[src/hw/rtl/dpalu_pkg.sv]
package dpalu_pkg;

   localparam int unsigned DATA_WIDTH = 32;

   typedef enum logic [3:0] {
      ACT_AND = 4'd0,
      ACT_EOR = 4'd1,
      ACT_SUB = 4'd2,
      ACT_RSB = 4'd3,
      ACT_ADD = 4'd4,
      ACT_ADC = 4'd5,
      ACT_SBC = 4'd6,
      ACT_RSC = 4'd7,
      ACT_TST = 4'd8,
      ACT_TEQ = 4'd9,
      ACT_CMP = 4'd10,
      ACT_CMN = 4'd11,
      ACT_ORR = 4'd12,
      ACT_MOV = 4'd13,
      ACT_BIC = 4'd14,
      ACT_MVN = 4'd15
   } action_type;

   // Function unit that produces the result; inversions are folded into the operands.
   typedef enum logic [2:0] {
      UNIT_AND,
      UNIT_EOR,
      UNIT_ORR,
      UNIT_MOV,
      UNIT_ADD
   } unit_type;

   typedef struct packed {
      unit_type unit;
      logic     write_result;
      logic     update;
      logic     restore;
      logic     shifter_carry;
      logic     negative;
      logic     zero;
      logic     carry;
      logic     overflow;
   } ctrl_type;

endpackage

[src/hw/rtl/dpalu_exec.sv]
module dpalu_exec (
   input  logic                                clock,
   input  logic                                reset,
   input  logic                                in_valid,
   input  dpalu_pkg::ctrl_type                 in_ctrl,
   input  logic [dpalu_pkg::DATA_WIDTH-1:0]    in_opa,
   input  logic [dpalu_pkg::DATA_WIDTH-1:0]    in_opb,
   input  logic                                in_cin,
   output logic                                out_valid,
   output dpalu_pkg::ctrl_type                 out_ctrl,
   output logic [dpalu_pkg::DATA_WIDTH-1:0]    out_result,
   output logic                                out_carry,
   output logic                                out_overflow
);

   logic [dpalu_pkg::DATA_WIDTH:0]   sum_wide;
   logic [dpalu_pkg::DATA_WIDTH-1:0] sum;
   logic                             add_ovf;

   logic                             valid_ff;
   dpalu_pkg::ctrl_type              ctrl_ff;
   logic [dpalu_pkg::DATA_WIDTH-1:0] result_ff, result_in;
   logic                             carry_ff, carry_in;
   logic                             overflow_ff, overflow_in;

   assign sum_wide = {1'b0, in_opa} + {1'b0, in_opb}
                     + {{dpalu_pkg::DATA_WIDTH{1'b0}}, in_cin};
   assign sum      = sum_wide[dpalu_pkg::DATA_WIDTH-1:0];
   assign add_ovf  = (in_opa[dpalu_pkg::DATA_WIDTH-1] ^ sum[dpalu_pkg::DATA_WIDTH-1])
                   & (in_opb[dpalu_pkg::DATA_WIDTH-1] ^ sum[dpalu_pkg::DATA_WIDTH-1]);

   always_comb begin
      // Logical operations take C from the shifter and keep V.
      carry_in    = in_ctrl.shifter_carry;
      overflow_in = in_ctrl.overflow;
      case (in_ctrl.unit)
         dpalu_pkg::UNIT_AND: result_in = in_opa & in_opb;
         dpalu_pkg::UNIT_EOR: result_in = in_opa ^ in_opb;
         dpalu_pkg::UNIT_ORR: result_in = in_opa | in_opb;
         dpalu_pkg::UNIT_MOV: result_in = in_opb;
         dpalu_pkg::UNIT_ADD: begin
            result_in   = sum;
            carry_in    = sum_wide[dpalu_pkg::DATA_WIDTH];
            overflow_in = add_ovf;
         end
         default: result_in = in_opb;
      endcase
   end

   always_ff @(posedge clock) begin
      if (reset) begin
         valid_ff <= 1'b0;
      end else begin
         valid_ff <= in_valid;
      end
   end

   always_ff @(posedge clock) begin
      ctrl_ff     <= in_ctrl;
      result_ff   <= result_in;
      carry_ff    <= carry_in;
      overflow_ff <= overflow_in;
   end

   assign out_valid    = valid_ff;
   assign out_ctrl     = ctrl_ff;
   assign out_result   = result_ff;
   assign out_carry    = carry_ff;
   assign out_overflow = overflow_ff;

endmodule

[src/hw/rtl/data_processing_alu_unit.sv]
// Channel   Direction  Handshake                 Fields
// request   in         start & !busy             action, operands, shifter carry, NZCV, S, PC
// response  out        rsp_strobe, one cycle     result, write flag, NZCV, restore status
//
// Three register stages: operand decode, adder or logic unit, flag selection.
// An accepted item passes the operand, execute and flag registers in turn to rsp_strobe; one item per clock.
// busy is never raised: items are independent and the response cannot stall.
// Synchronous reset clears the stage valid bits; payload registers are not reset.
module data_processing_alu_unit (
   input  logic                             clock,
   input  logic                             reset,
   input  logic                             start,
   output logic                             busy,
   input  logic [3:0]                       req_action,
   input  logic [dpalu_pkg::DATA_WIDTH-1:0] req_operand_first,
   input  logic [dpalu_pkg::DATA_WIDTH-1:0] req_operand_second,
   input  logic                             req_shifter_carry,
   input  logic                             req_carry_in,
   input  logic                             req_overflow_in,
   input  logic                             req_negative_in,
   input  logic                             req_zero_in,
   input  logic                             req_set_flags,
   input  logic                             req_dest_is_pc,
   output logic                             rsp_strobe,
   output logic [dpalu_pkg::DATA_WIDTH-1:0] rsp_result_value,
   output logic                             rsp_write_result,
   output logic                             rsp_negative_out,
   output logic                             rsp_zero_out,
   output logic                             rsp_carry_out,
   output logic                             rsp_overflow_out,
   output logic                             rsp_restore_status
);

   logic                             accept;
   dpalu_pkg::ctrl_type              ctrl_in;
   logic [dpalu_pkg::DATA_WIDTH-1:0] opa_in, opb_in;
   logic                             cin_in;

   logic                             s1_valid_ff;
   dpalu_pkg::ctrl_type              s1_ctrl_ff;
   logic [dpalu_pkg::DATA_WIDTH-1:0] s1_opa_ff, s1_opb_ff;
   logic                             s1_cin_ff;

   logic                             s2_valid;
   dpalu_pkg::ctrl_type              s2_ctrl;
   logic [dpalu_pkg::DATA_WIDTH-1:0] s2_result;
   logic                             s2_carry, s2_overflow;

   logic                             s3_valid_ff;
   logic [dpalu_pkg::DATA_WIDTH-1:0] s3_result_ff;
   logic                             s3_write_ff, s3_restore_ff;
   logic                             s3_n_ff, s3_z_ff, s3_c_ff, s3_v_ff;
   logic                             s3_n_in, s3_z_in, s3_c_in, s3_v_in;

   assign busy   = 1'b0;
   assign accept = start & ~busy;

   // Stage 1: pick the function unit and its operands, fold inversions in.
   always_comb begin
      ctrl_in.unit          = dpalu_pkg::UNIT_ADD;
      ctrl_in.write_result  = 1'b1;
      ctrl_in.update        = req_set_flags & ~req_dest_is_pc;
      ctrl_in.restore       = req_set_flags & req_dest_is_pc;
      ctrl_in.shifter_carry = req_shifter_carry;
      ctrl_in.negative      = req_negative_in;
      ctrl_in.zero          = req_zero_in;
      ctrl_in.carry         = req_carry_in;
      ctrl_in.overflow      = req_overflow_in;
      opa_in                = req_operand_first;
      opb_in                = req_operand_second;
      cin_in                = 1'b0;
      unique case (dpalu_pkg::action_type'(req_action)) inside
         dpalu_pkg::ACT_AND, dpalu_pkg::ACT_TST: ctrl_in.unit = dpalu_pkg::UNIT_AND;
         dpalu_pkg::ACT_EOR, dpalu_pkg::ACT_TEQ: ctrl_in.unit = dpalu_pkg::UNIT_EOR;
         dpalu_pkg::ACT_SUB, dpalu_pkg::ACT_CMP: begin
            opb_in = ~req_operand_second;
            cin_in = 1'b1;
         end
         dpalu_pkg::ACT_RSB: begin
            opa_in = req_operand_second;
            opb_in = ~req_operand_first;
            cin_in = 1'b1;
         end
         dpalu_pkg::ACT_ADD, dpalu_pkg::ACT_CMN: cin_in = 1'b0;
         dpalu_pkg::ACT_ADC: cin_in = req_carry_in;
         dpalu_pkg::ACT_SBC: begin
            opb_in = ~req_operand_second;
            cin_in = req_carry_in;
         end
         dpalu_pkg::ACT_RSC: begin
            opa_in = req_operand_second;
            opb_in = ~req_operand_first;
            cin_in = req_carry_in;
         end
         dpalu_pkg::ACT_ORR: ctrl_in.unit = dpalu_pkg::UNIT_ORR;
         dpalu_pkg::ACT_MOV: ctrl_in.unit = dpalu_pkg::UNIT_MOV;
         dpalu_pkg::ACT_BIC: begin
            ctrl_in.unit = dpalu_pkg::UNIT_AND;
            opb_in       = ~req_operand_second;
         end
         dpalu_pkg::ACT_MVN: begin
            ctrl_in.unit = dpalu_pkg::UNIT_MOV;
            opb_in       = ~req_operand_second;
         end
         default: ctrl_in.unit = dpalu_pkg::UNIT_ADD;
      endcase
      // Compare and test actions drop the register write.
      case (dpalu_pkg::action_type'(req_action)) inside
         dpalu_pkg::ACT_TST, dpalu_pkg::ACT_TEQ,
         dpalu_pkg::ACT_CMP, dpalu_pkg::ACT_CMN: ctrl_in.write_result = 1'b0;
         default: ctrl_in.write_result = 1'b1;
      endcase
   end

   always_ff @(posedge clock) begin
      if (reset) begin
         s1_valid_ff <= 1'b0;
      end else begin
         s1_valid_ff <= accept;
      end
   end

   always_ff @(posedge clock) begin
      s1_ctrl_ff <= ctrl_in;
      s1_opa_ff  <= opa_in;
      s1_opb_ff  <= opb_in;
      s1_cin_ff  <= cin_in;
   end

   // Stage 2: adder and logic unit.
   dpalu_exec u_exec (
      .clock        (clock),
      .reset        (reset),
      .in_valid     (s1_valid_ff),
      .in_ctrl      (s1_ctrl_ff),
      .in_opa       (s1_opa_ff),
      .in_opb       (s1_opb_ff),
      .in_cin       (s1_cin_ff),
      .out_valid    (s2_valid),
      .out_ctrl     (s2_ctrl),
      .out_result   (s2_result),
      .out_carry    (s2_carry),
      .out_overflow (s2_overflow)
   );

   // Stage 3: N and Z, then keep the old flags unless an update is due.
   always_comb begin
      if (s2_ctrl.update) begin
         s3_n_in = s2_result[dpalu_pkg::DATA_WIDTH-1];
         s3_z_in = (s2_result == '0);
         s3_c_in = s2_carry;
         s3_v_in = s2_overflow;
      end else begin
         s3_n_in = s2_ctrl.negative;
         s3_z_in = s2_ctrl.zero;
         s3_c_in = s2_ctrl.carry;
         s3_v_in = s2_ctrl.overflow;
      end
   end

   always_ff @(posedge clock) begin
      if (reset) begin
         s3_valid_ff <= 1'b0;
      end else begin
         s3_valid_ff <= s2_valid;
      end
   end

   always_ff @(posedge clock) begin
      s3_result_ff  <= s2_result;
      s3_write_ff   <= s2_ctrl.write_result;
      s3_restore_ff <= s2_ctrl.restore;
      s3_n_ff       <= s3_n_in;
      s3_z_ff       <= s3_z_in;
      s3_c_ff       <= s3_c_in;
      s3_v_ff       <= s3_v_in;
   end

   assign rsp_strobe         = s3_valid_ff;
   assign rsp_result_value   = s3_result_ff;
   assign rsp_write_result   = s3_write_ff;
   assign rsp_negative_out   = s3_n_ff;
   assign rsp_zero_out       = s3_z_ff;
   assign rsp_carry_out      = s3_c_ff;
   assign rsp_overflow_out   = s3_v_ff;
   assign rsp_restore_status = s3_restore_ff;

endmodule
[config.mk]
export PLATFORM = sky130hd
export DESIGN_NAME = data_processing_alu_unit
export DESIGN_NICKNAME = d
export VERILOG_FILES = /design/src/hw/rtl/dpalu_pkg.sv /design/src/hw/rtl/dpalu_exec.sv /design/src/hw/rtl/data_processing_alu_unit.sv
export SDC_FILE = /design/constraint.sdc
export NUM_CORES = 1
export LEC_CHECK = 0
export ABC_AREA = 1
export BUFFER_PORTS_ARGS = -buffer_cell sky130_fd_sc_hd__buf_2
export CORE_MARGIN = 3
export CORE_UTILIZATION = 60
export DETAILED_ROUTE_END_ITERATION = 6
export HOLD_SLACK_MARGIN = 0.03
export PLACE_DENSITY = 0.83
export SYNTH_ARGS = -nofsm -noshare
export SYNTH_HDL_FRONTEND = slang
export SYNTH_SLANG_ARGS = --single-unit
export TNS_END_PERCENT = 50
[constraint.sdc]
create_clock -name clock -period 3.4 [get_ports clock]
set_input_delay 0.34 -clock clock [delete_from_list [all_inputs] [get_ports clock]]
set_output_delay 0.34 -clock clock [all_outputs]
set_load 0.05 [all_outputs]
==> summary.md, run 1 <==
| Metric | Value |
|---|---|
| Status | complete, no violations |
| Sw Share | roughly 36% |
| Clock sinks | around 160 |
| Cell Area, Synth | ~0.0083 sq mm |
| Largest net degree at the start of global routing | 53 |
| Psw | ~2.1 mW |
| Slew margin rel. | 50.6% |
| Placer Congestion | 0.995 |
| Final Setup Violations | 0 |
| Layout Skew | 0.0106 ns |
| H-tree depth | 4 |
| Initial drt markers | 692 |
| Slew Limit Fails | 0 |
| HPWL after detailed placement | 16900 um |
| Fin Hold WS | ~0.055 ns |
| CP endpoint kind | flip-flop |
| Port Buffers | between 100 and 150 |
| Cells after synthesis | 1166 |
| RSZ-0062 raised after global routing | no |
| Combinational share of power | a little over a quarter |
| Routed WL | 22500 um |
| Synthesis Warnings | 0 |
| IR drop worst, VDD | roughly 0.00035 V |
| Antenna diodes | 0 |
| EDFF count, synth | 0 |
| FMAX | between 0.4 and 0.5 GHz |
| Total of max-cap violations | 0 |
| Placeable Area | approximately 0.013 sq mm |
| Synth Register Bits | approximately 160 |
| Tot GR Track Use | between 30% and 40% |
| Area Overhead vs Synth | 17.0% |
| Hold Vio Cnt, Final | 0 |
| DRC | 0 |
| CTS tree | built |
| DIE AREA | around 0.015 sq mm |
| Worst Path Max Fanout | 4 |
| Via count | between 7000 and 8000 |
| Commonest non-fill, non-tap cell in the layout | nand2_1 |
| Initial antenna violation count | 1 |
| Sequential power share | 38.6% |
| Post-CTS Resized | 0 |
| Routed WL per cell | about 15 um |
| Data required, critical path | 3.75 ns |
| Die height | around 120 um |
| Register area | 0.00316 sq mm |
| Root Driver | clkbuf_16 |
| Clk pwr share | between 30% and 40% |
| Pre-CTS setup slack | approximately 1.0 ns |
| Vias in the first global route | 7092 |
| CP Launch Type | flip-flop |
| Vias per cell | roughly 5.3 |
| Internal | 3.77 mW |
| CP Data Arrival Time | between 2 and 3 ns |
| PwrDens | a little over 600 mW/mm^2 |
| Core Rows | 42 |
| Synth async-reset ratio | 0% |
| Critical setup path kind | reg -> reg |
| Nets | around 1400 |
| Pleak | 5.19 nW |
| Routed Antenna Nets | 0 |
| Mapped Nets | 1310 |
| Initial core utilization | 61.9% |
| Longest Clk Path Bufs | 2 |
| Netlist cell types | between 40 and 50 |
| Setup TNS | 0 ns |
| Layout cells sized above 1 | 14.3% |
| Fin crit share | between 70 and 80% |
| Total CTS buffers | 17 |
| Minimum clock period after layout | 2.43 ns |
| FILL cells | 1085 |
| Register area share after synthesis | 38.3% |
| I/O pin cnt | 118 |
| Congestion Overflow GR | 0 |
| Commonest non-fill, non-tap cells in the layout | nand2_1, inv_1, dfxtp_1, buf_2, ha_1 |
| Layout Cells excl Fill | ~1500 |
| Most used DFF post-synth | dfxtp_1 |
| Die X | about 120 um |
| First-pass GRT wire length | about 35000 um |
| Skew-Pair Late Insertion Delay | about 0.44 ns |
| CTS clock-pin slew for the worst setup and hold paths | 0.07 ns |
| HP Class | in -> reg |
| TritonRoute pass-1 iters | 5 |
| Final worst slack | between 0.9 and 1 ns |
| Tightest Pin Transition | approximately 0.74 ns |
| Post-Syn Area per Cell | roughly 7.1 sq um |
| Multi-input gate area | approximately 0.0041 sq mm |
| Cell count after placement | 1437 |
[layer usage]
layer  vias up  track usage [%]  routed length [um]
met5         -                0                   9
met2       339             45.6                9570
met1      3522             42.7               10200
li1       3971                -                   -
met3        30             7.82                2420
met4         2             8.86                 394
[power by group through the flow]
stage | sequential (mW) | combinational [mW] | clock [mW]
detailed placement | 2.30 | 1.54 | 0
global route | 2.29 | 1.74 | 2.11
CTS | 2.26 | 1.56 | 2.02
global placement | 2.29 | 1.51 | 0
finish | 2.26 | 1.58 | 2.02
floorplan | 2.58 | 0.808 | 0
[state kept, by name, summed over array words and instances, names as in the netlist]
register,cells
rsp_negative_out,1
u_exec.out_overflow,1
s1_opb_ff,32
rsp_overflow_out,1
rsp_zero_out,1
s1_ctrl_ff,11
u_exec.out_carry,1
s1_cin_ff,1
rsp_strobe,1
rsp_result_value,32
rsp_carry_out,1
s1_valid_ff,1
u_exec.out_ctrl,7
rsp_write_result,1
u_exec.out_valid,1
u_exec.out_result,32
s1_opa_ff,32
rsp_restore_status,1
[cells in the mapped netlist, types with 6 or more instances]
cell type | instances | area [sq um]
a211oi_1 | 6 | 45.0
a21oi_1 | 36 | 180
buf_2 | 8 | 40.0
clkbuf_1 | 16 | 60.1
dfxtp_1 | 158 | 3160
ha_1 | 64 | 801
inv_1 | 229 | 860
nand2_1 | 319 | 1200
nand3_1 | 56 | 280
nand4_1 | 19 | 119
nor2_1 | 62 | 233
nor4_1 | 8 | 50.1
o21ai_0 | 58 | 290
o21ai_1 | 7 | 35.0
o221ai_1 | 32 | 280
o22ai_1 | 22 | 138
or2_2 | 14 | 87.6
[worst max-delay path, cell delays in order, from the launching register on]
cell     delay (ns)
dfxtp_1        0.34
fa_1           0.48
fa_1           0.41
nand2_1        0.11
nand3_1        0.13
nand3_1        0.10
nand2_1        0.11
nand2_1        0.10
nand2_1        0.10
nand2_1        0.10
nand2_1        0.05
nand2_1        0.05
nand3_1        0.07
a22oi_1        0.19
[path summary, 6_finish.rpt]
path,start,to,slack (ns),cells past startpoint
setup / recovery,s1_opa_ff[0]$_DFF_P_,u_exec.out_result[18]$_DFF_P_,0.97,13
hold / removal,req_carry_in,s1_ctrl_ff[1]$_DFF_P_,0.05,1
setup reg to reg,s1_opa_ff[0]$_DFF_P_,u_exec.out_result[18]$_DFF_P_,0.97,13
hold reg to reg,s1_ctrl_ff[6]$_DFF_P_,u_exec.out_ctrl[6]$_DFF_P_,0.33,0
[cell families (layout without fill, tap and decap cells)]
kind of cell | Yosys count | count (layout) | synth area share [%]
AND/OR/NAND/NOR | 491 | 491 | 25.1
buffers and inverters | 265 | 396 | 12.3
AO/OA/AOI/OAI | 183 | 183 | 13.8
flip-flops | 158 | 158 | 38.3
adder cells (fa/ha/maj) | 66 | 66 | 10.2
multiplexers | 2 | 2 | 0.273
other | 1 | 1 | 0.0454
[repair_timing]
item / in CTS / in global routing
hold buffers: 4 / 0
setup buffers: 0 / 0
endpoints found under the hold margin: 4 / 0
[layout make-up]
class | count | area share (%)
multi-input combinational | 743 | 42.3
sequential | 158 | 32.7
inverter | 235 | 9.13
timing repair buffer | 129 | 7.12
clock buffer | 17 | 4.40
tap | 176 | 2.28
clock inverter | 15 | 2.02
[per-stage QoR]
stage	utilization, %	cell area (sq um)	power, mW
floorplan	-	8260	3.39
global placement	67.5	9000	3.80
detailed placement	67.5	9000	3.84
CTS	72.4	9660	5.85
global route	72.4	9660	6.14
finish	72.4	9660	5.87
Power figures use the tool's default switching activity.
==> run 2: changes to the inputs <==
- ABC_AREA: 1 -> 0
- CORE_UTILIZATION: 60 -> 52
- PLACE_DENSITY: 0.83 -> 0.77
- clock period: 3.4 -> 2.1 ns (I/O delays scaled with it)
==> run 2 against run 1 <==
- the run now ends with negative setup slack left
- wire length up 9.0%
- first-iteration DRC count is 4.0% lower
- sequential power grew 63%
- cell area grew 16%
- sequential share of layout area down 4.4 points
- critical path type unchanged
- critical endpoint is now u_exec.out_overflow$_DFF_P_
- largest cell class unchanged
- largest power group unchanged
==> summary.md, run 2 <==
| Metric | Value |
|---|---|
| Vias in the first global route | 7549 (+6.4%) |
| Cells after synthesis | 837 (-28%) |
| Critical setup path kind | reg -> reg |
| I/O pin cnt | 118 (unchanged) |
| Post-Synth Adder-Cell Area | 10.9% (+0.71 points) |
| Tot GR Track Use | 30.1% (-0.063 points) |
| Congestion Overflow GR | 0 (unchanged) |
| Register area share after synthesis | 41.0% (+2.7 points) |
| Worst R2R End | u_exec.out_overflow$_DFF_P_ |
| Final Setup Violations | 29 (+29) |
| DRC | 0 (unchanged) |
| Commonest non-fill, non-tap cell in the layout | buf_4 |
| Setup slack, reg-to-reg | -0.59 ns (-1.56 ns) |
| Cell Area, Synth | 0.00772 sq mm (-6.5%) |
| Longest Clk Path Bufs | 2 (unchanged) |
| CTS tree | built |
| PwrDens | 898 mW/mm^2 (+48%) |
| Netlist cell types | 67 (+63%) |
| Area Overhead vs Synth | 45.8% |
| Top-count cell post-synth | dfxtp_1 |
| Total CTS buffers | 17 (unchanged) |
| Commonest non-fill, non-tap cells in the layout | buf_4, dfxtp_1, buf_2, nand2_1, inv_1 |
| Synth Register Bits | 158 (unchanged) |
| Vias per cell | 5.54 (+3.8%) |
| Xor/xnor share of the synthesized area | 2.50% (+2.5 points) |
| Hold Vio Cnt, Final | 0 (unchanged) |
| Simple-gate share of the synthesized area | 10.7% (-14 points) |
| Layout Skew | 0.0146 ns (+0.00398 ns) |
| Reg2reg start | s1_opb_ff[10]$_DFF_P_ |
| Hold Crit Depth | 2 (+1) |
| CTS clock-pin slew for the worst setup and hold paths | 0.06 ns (about the same) |
| Routed WL per cell | 18.0 um (+18%) |
| DIE AREA | 0.0163 sq mm (+7.5%) |
| Register area | 0.00319 sq mm (+0.71%) |
| IR drop worst, VDD | 0.000679 V (+91%) |
| Die height | 128 um (+3.7%) |
| Worst Path Max Fanout | 5 (+1) |
| H-tree depth | 4 (unchanged) |
| Initial drt markers | 664 (-4.0%) |
| Routed WL | 24600 um (+9.0%) |
| Commonest cells in the netlist | dfxtp_1, inv_1, nand2_1 |
| HPWL after detailed placement | 16600 um (-1.5%) |
| Minimum clock period after layout | 2.69 ns (+0.262 ns) |
| Synth top area cells | dfxtp_1, ha_1, mux2_2 |
| TritonRoute pass-1 iters | 7 (+2) |
| Post-Syn Area per Cell | 9.23 sq um (+30%) |
| Skew-Pair Late Insertion Delay | 0.44 ns (about the same) |
| FMAX | 0.372 GHz (-9.8%) |
| FILL cells | 894 (-18%) |
| Slew Limit Fails | 0 (unchanged) |
| HP Class | in -> reg |
| RSZ-0062 raised after global routing | yes |
| Initial antenna violation count | 1 (unchanged) |
| Placer Congestion | 1.01 (+1.6%) |
| Multiplexer area fraction after synthesis | 7.34% (+7.1 points) |
| Violated checks | negative setup slack |
| Layout cells sized above 1 | 36.7% (+22 points) |
| Via count | 7566 (-3.8%) |
| Port Buffers | 116 (unchanged) |
| Die X | 128 um (+3.7%) |
| EDFF count, synth | 0 (unchanged) |
| First-pass GRT wire length | 38500 um (+9.9%) |
| Synth Area in Compound Gates | 21.1% (+7.4 points) |
| Most used DFF post-synth | dfxtp_1 |
| Largest net degree at the start of global routing | 43 (-19%) |
| Nets | 1315 (-7.9%) |
| Pleak | 5.32 nW (+2.5%) |
| Core Rows | 43 (+2.4%) |
| Final worst slack | -0.589 ns (-1.56 ns) |
| CP Data Arrival Time | 3.04 ns (+0.27 ns) |
| Hold Path Origin | req_operand_first[10] |
| Total of max-cap violations | 0 (unchanged) |
| Initial core utilization | 54.4% (-7.5 points) |
| Routed Antenna Nets | 0 (unchanged) |
| Data required, critical path | 2.45 ns (-1.30 ns) |
| Largest family of logic cells by synthesized area | compound AO/OA/AOI/OAI gates |
| Multi-input gate area | 0.00436 sq mm (+6.5%) |
| CP endpoint kind | flip-flop |
| Post-synth top area share | 41.0% (+2.7 points) |
| Synthesis Warnings | 0 (unchanged) |
| Fin Hold WS | 0.0523 ns (-0.00267 ns) |
| Root Driver | clkbuf_16 |
| Placeable Area | 0.0142 sq mm (+6.4%) |
| Mapped Nets | 981 (-25%) |
| Synth async-reset ratio | 0% (unchanged) |
| Setup TNS | -10.60 ns (-10.60 ns) |
| Hold Path Sink | s1_opa_ff[10]$_DFF_P_ |
| Clock sinks | 158 (unchanged) |
| CP Launch Type | flip-flop |
| FF-to-FF path depth | 11 (-2) |
| Status | finished, violations left |
| Post-synth top area cell | dfxtp_1 |
| Fin crit share | 128% (+57 points) |
-- run 2: logic make-up (layout without fill, tap and decap cells) --
group           Yosys count  after routing
xor+xnor                 22             22
buf+inv                 123            470
other cells               1              2
flops                   158            158
simple gates            176            176
compound gates          239            239
mux                      52             52
fa+ha+maj                66             66
-- run 2: critical path: stages (launching register included) --
cell and delay (ns):
dfxtp_1 0.35, inv_1 0.06, ha_2 0.39, nand2_1 0.11
o21ai_0 0.27, a22oi_2 0.11, and3_4 0.18, a2111o_1 0.38
a21boi_2 0.18, nor3_2 0.06, or4_1 0.39, a31oi_1 0.13
-- run 2: worst max-delay path by stage --
stage,from,end,cells past startpoint
CTS,s1_opa_ff[12]$_DFF_P_,u_exec.out_overflow$_DFF_P_,11
global placement,s1_opb_ff[6]$_DFF_P_,u_exec.out_overflow$_DFF_P_,11
detailed placement,s1_cin_ff$_DFF_P_,u_exec.out_result[28]$_DFF_P_,11
floorplan,s1_opb_ff[14]$_DFF_P_,u_exec.out_overflow$_DFF_P_,12
global route,s1_cin_ff$_DFF_P_,u_exec.out_result[30]$_DFF_P_,11
finish,s1_opb_ff[10]$_DFF_P_,u_exec.out_overflow$_DFF_P_,11
-- run 2: power by group --
| part | internal, mW | switching, mW | leakage, nW |
|---|---|---|---|
| clock | 1.73 | 1.31 | 0.288 |
| combinational | 1.43 | 1.95 | 3.70 |
| sequential | 3.46 | 0.231 | 1.33 |
-- run 2: timing repair --
item,CTS,global route
pin swaps,24,18
endpoints found under the hold margin,67,0
setup endpoints to repair,27,30
gates resized for setup,38,20
cloned,0,0
hold buffers,72,0
buffers inserted,3,4
-- run 2: area by class of cell --
cell class                      instances  area share, %
Clock buffer                           20           4.06
Timing Repair Buffer                  357           23.1
Antenna cell                            1         0.0222
Inverter                               81           2.70
Multi-Input combinational cell        556           38.7
Clock inverter                         12           1.11
Tap cell                              180           2.00
Sequential cell                       158           28.3
-- run 2: through the flow --
step	total power, mW	instances	instance area, sq um	utilization [%]	worst slack (ns)
6_report	10.1	1365	11300	79.2	-0.589
5_1_grt	10.5	1365	11300	79.2	-0.687
4_1_cts	10.0	1360	11200	78.6	-0.540
3_5_place_dp	6.77	1255	9700	68.3	-0.660
3_3_place_gp	6.72	1255	9700	68.3	-0.630
2_1_floorplan	5.60	837	7830	-	-0.394
-- run 2: metal layers --
layer	track usage, %	vias to the layer above	part of all wire, %
li1	-	3664	-
met1	38.8	3530	43
met2	50.3	322	48
met3	6.71	50	7.3
met4	9.74	0	1.9
met5	0	-	0
==> run 3: changes to the inputs <==
- ABC_AREA: 0 -> 1
- PLACE_DENSITY: 0.77 -> 0.76
==> run 3 against run 2 <==
- the run still ends with negative setup slack left
- wire length is 5.0% lower
- critical path type unchanged
- clock power about the same
- highest routed layer unchanged
- first-iteration DRC count shrank 0.30%
==> summary.md, run 3 (synthesis results as in run 1) <==
| Metric | Value |
|---|---|
| I/O pin cnt | 118 (unchanged) |
| Vias in the first global route | 7561 (+0.16%) |
| FILL cells | 1277 (+43%) |
| Minimum clock period after layout | 2.14 ns (-0.545 ns) |
| CP Data Arrival Time | 2.44 ns (-0.60 ns) |
| Placer Congestion | 1.02 (+1.3%) |
| Root Driver | clkbuf_16 |
| Placeable Area | 0.0154 sq mm (+8.2%) |
| Routed WL | 23300 um (-5.0%) |
| H-tree depth | 4 (unchanged) |
| Final worst slack | -0.0441 ns (+0.545 ns) |
| Total CTS buffers | 17 (unchanged) |
| Skew-Pair Late Insertion Delay | 0.44 ns (about the same) |
| IR drop worst, VDD | 0.000621 V (-8.5%) |
| Initial antenna violation count | 0 (-1) |
| Critical setup path kind | reg -> reg |
| TritonRoute pass-1 iters | 6 (-1) |
| Fin crit share | 102% (-26 points) |
| CP top delay family | adder cells |
| Hold Crit Depth | 3 (+1) |
| Total of max-cap violations | 0 (unchanged) |
| Pre-CTS setup slack | -0.199 ns (+0.460 ns) |
| Commonest non-fill, non-tap cell in the layout | nand2_1 |
| Final Setup Violations | 3 (-90%) |
| Setup slack, reg-to-reg | -0.04 ns (+0.55 ns) |
| Worst path cell trace | fa_2 -> fa_2 -> nand2_2 -> nand3_2 -> nand3_2 -> nand2_4 -> nand2_4 -> nand3_1 -> nand3_1 -> o21ai_0 -> nor2_1 -> o21ai_1 |
| Slew Limit Fails | 0 (unchanged) |
| DIE AREA | 0.0174 sq mm (+6.6%) |
| Antenna diodes | 0 (-1) |
| Fin Hold WS | 0.0598 ns (+0.00751 ns) |
| Worst Path Max Fanout | 4 (-1) |
| Layout cells sized above 1 | 21.8% (-15 points) |
| First-pass GRT wire length | 36700 um (-4.7%) |
| Routed Antenna Nets | 0 (unchanged) |
| CTS tree | built |
| Hold Path Sink | s1_opa_ff[2]$_DFF_P_ |
| Slowest stage cell, crit path | fa_2 |
| Status | finished, violations left |
| Die X | 132 um (+3.2%) |
| Commonest non-fill, non-tap cells in the layout | nand2_1, inv_1, dfxtp_1, buf_2, o21ai_0 |
| Hold Path Origin | req_operand_second[2] |
| Vias per cell | 5.25 (-5.2%) |
| CP Launch Type | flip-flop |
| HP Class | in -> reg |
| Via count | 8274 (+9.4%) |
| Routed WL per cell | 14.8 um (-18%) |
| Nets | 1495 (+14%) |
| Tot GR Track Use | 26.3% (-3.9 points) |
| Layout Skew | 0.0158 ns (+0.00123 ns) |
| Initial core utilization | 53.7% (-0.65 points) |
| Core Rows | 45 (+4.7%) |
| Tot Pwr | 9.62 mW (-4.9%) |
| HPWL after detailed placement | 16700 um (+0.49%) |
| Largest net degree at the start of global routing | 97 (+130%) |
| Port Buffers | 116 (unchanged) |
| Violated checks | negative setup slack |
| RSZ-0062 raised after global routing | yes |
| FF-to-FF path depth | 12 (+1) |
| FMAX | 0.466 GHz (+25%) |
| Pleak | 5.56 nW (+4.5%) |
| Reg2reg start | s1_opa_ff[0]$_DFF_P_ |
| Worst R2R End | u_exec.out_result[10]$_DFF_P_ |
| Cell depth of the worst setup path | 12 (+1) |
| Initial drt markers | 662 (-0.30%) |
| Clock sinks | 158 (unchanged) |
| Slew margin rel. | 22.0% |
| Longest Clk Path Bufs | 2 (unchanged) |
| Tightest Pin Transition | roughly 1.2 ns |
| Data required, critical path | 2.40 ns (-0.05 ns) |
| Area Overhead vs Synth | 29.4% |
| Hold Vio Cnt, Final | 0 (unchanged) |
| CP endpoint kind | flip-flop |
| Die height | 132 um (+3.2%) |
| Critical path buffers and inverters | 0 (-1) |
| PwrDens | 900 mW/mm^2 (+0.18%) |
| DRC | 0 (unchanged) |
| CP peak stage delay | 0.41 ns (+0.02 ns) |
| Congestion Overflow GR | 0 (unchanged) |
| CTS clock-pin slew for the worst setup and hold paths | 0.07 ns (about the same) |
run 3: final cells by class:
class,count,area (sq um),area share (%)
Timing Repair Buffer,195,1310,12.3
Clock inverter,15,170,1.59
Multi-Input combinational cell,744,4460,41.7
Clock buffer,17,425,3.98
Sequential cell,158,3170,29.7
Inverter,235,882,8.25
Tap cell,211,264,2.47
run 3: worst reg2reg max path: cells and delay by family, from the launching register on:
kind | cells | cell delay [ns]
simple gates | 8 | 0.72
compound gates | 2 | 0.17
fa+ha+maj | 2 | 0.79
flops | 1 | 0.33
run 3: power by group:
group          switching (mW)  internal, mW  total (mW)
Combinational            1.97         0.974        2.94
Sequential              0.216          3.43        3.65
Clock                    1.43          1.60        3.03
run 3: per-stage QoR:
step                instance area (sq um)  utilization [%]  instances  setup TNS, ns
finish                              10700             69.5       1575        -0.0733
global route                        10700             69.5       1575         -0.838
CTS                                 10400             67.4       1573        -0.0557
detailed placement                   9250             60.1       1495          -1.90
global placement                     9250             60.1       1495          -1.44
floorplan                            8260                -       1166              0
run 3: timing repair:
action	4_1_cts	5_1_grt
hold buffers	45	0
endpoints found under the setup margin	22	26
gates cloned	1	0
pin swaps	11	16
gates resized for setup	18	83
hold endpoints to repair	46	0
setup buffers	0	2
run 3: worst max path at each step:
| stage | start | to | slack [ns] |
|---|---|---|---|
| after floorplan | s1_opa_ff[0]$_DFF_P_ | u_exec.out_result[16]$_DFF_P_ | 0.02 |
| after global placement | s1_opa_ff[0]$_DFF_P_ | u_exec.out_result[28]$_DFF_P_ | -0.17 |
| after detailed placement | s1_opa_ff[0]$_DFF_P_ | u_exec.out_result[16]$_DFF_P_ | -0.20 |
| after CTS | s1_cin_ff$_DFF_P_ | u_exec.out_result[6]$_DFF_P_ | -0.04 |
| after global routing | s1_opa_ff[0]$_DFF_P_ | u_exec.out_result[10]$_DFF_P_ | -0.12 |
| final | s1_opa_ff[0]$_DFF_P_ | u_exec.out_result[10]$_DFF_P_ | -0.04 |
run 3: per-layer routing:
metal	routed length, um	share of wire [%]	up-vias	global-route usage, %
met5	0	0	-	0
met4	697	3.0	0	8.34
met3	2480	11	62	7.10
met2	9650	41	402	39.7
met1	10500	45	3710	36.7
li1	-	-	4100	-
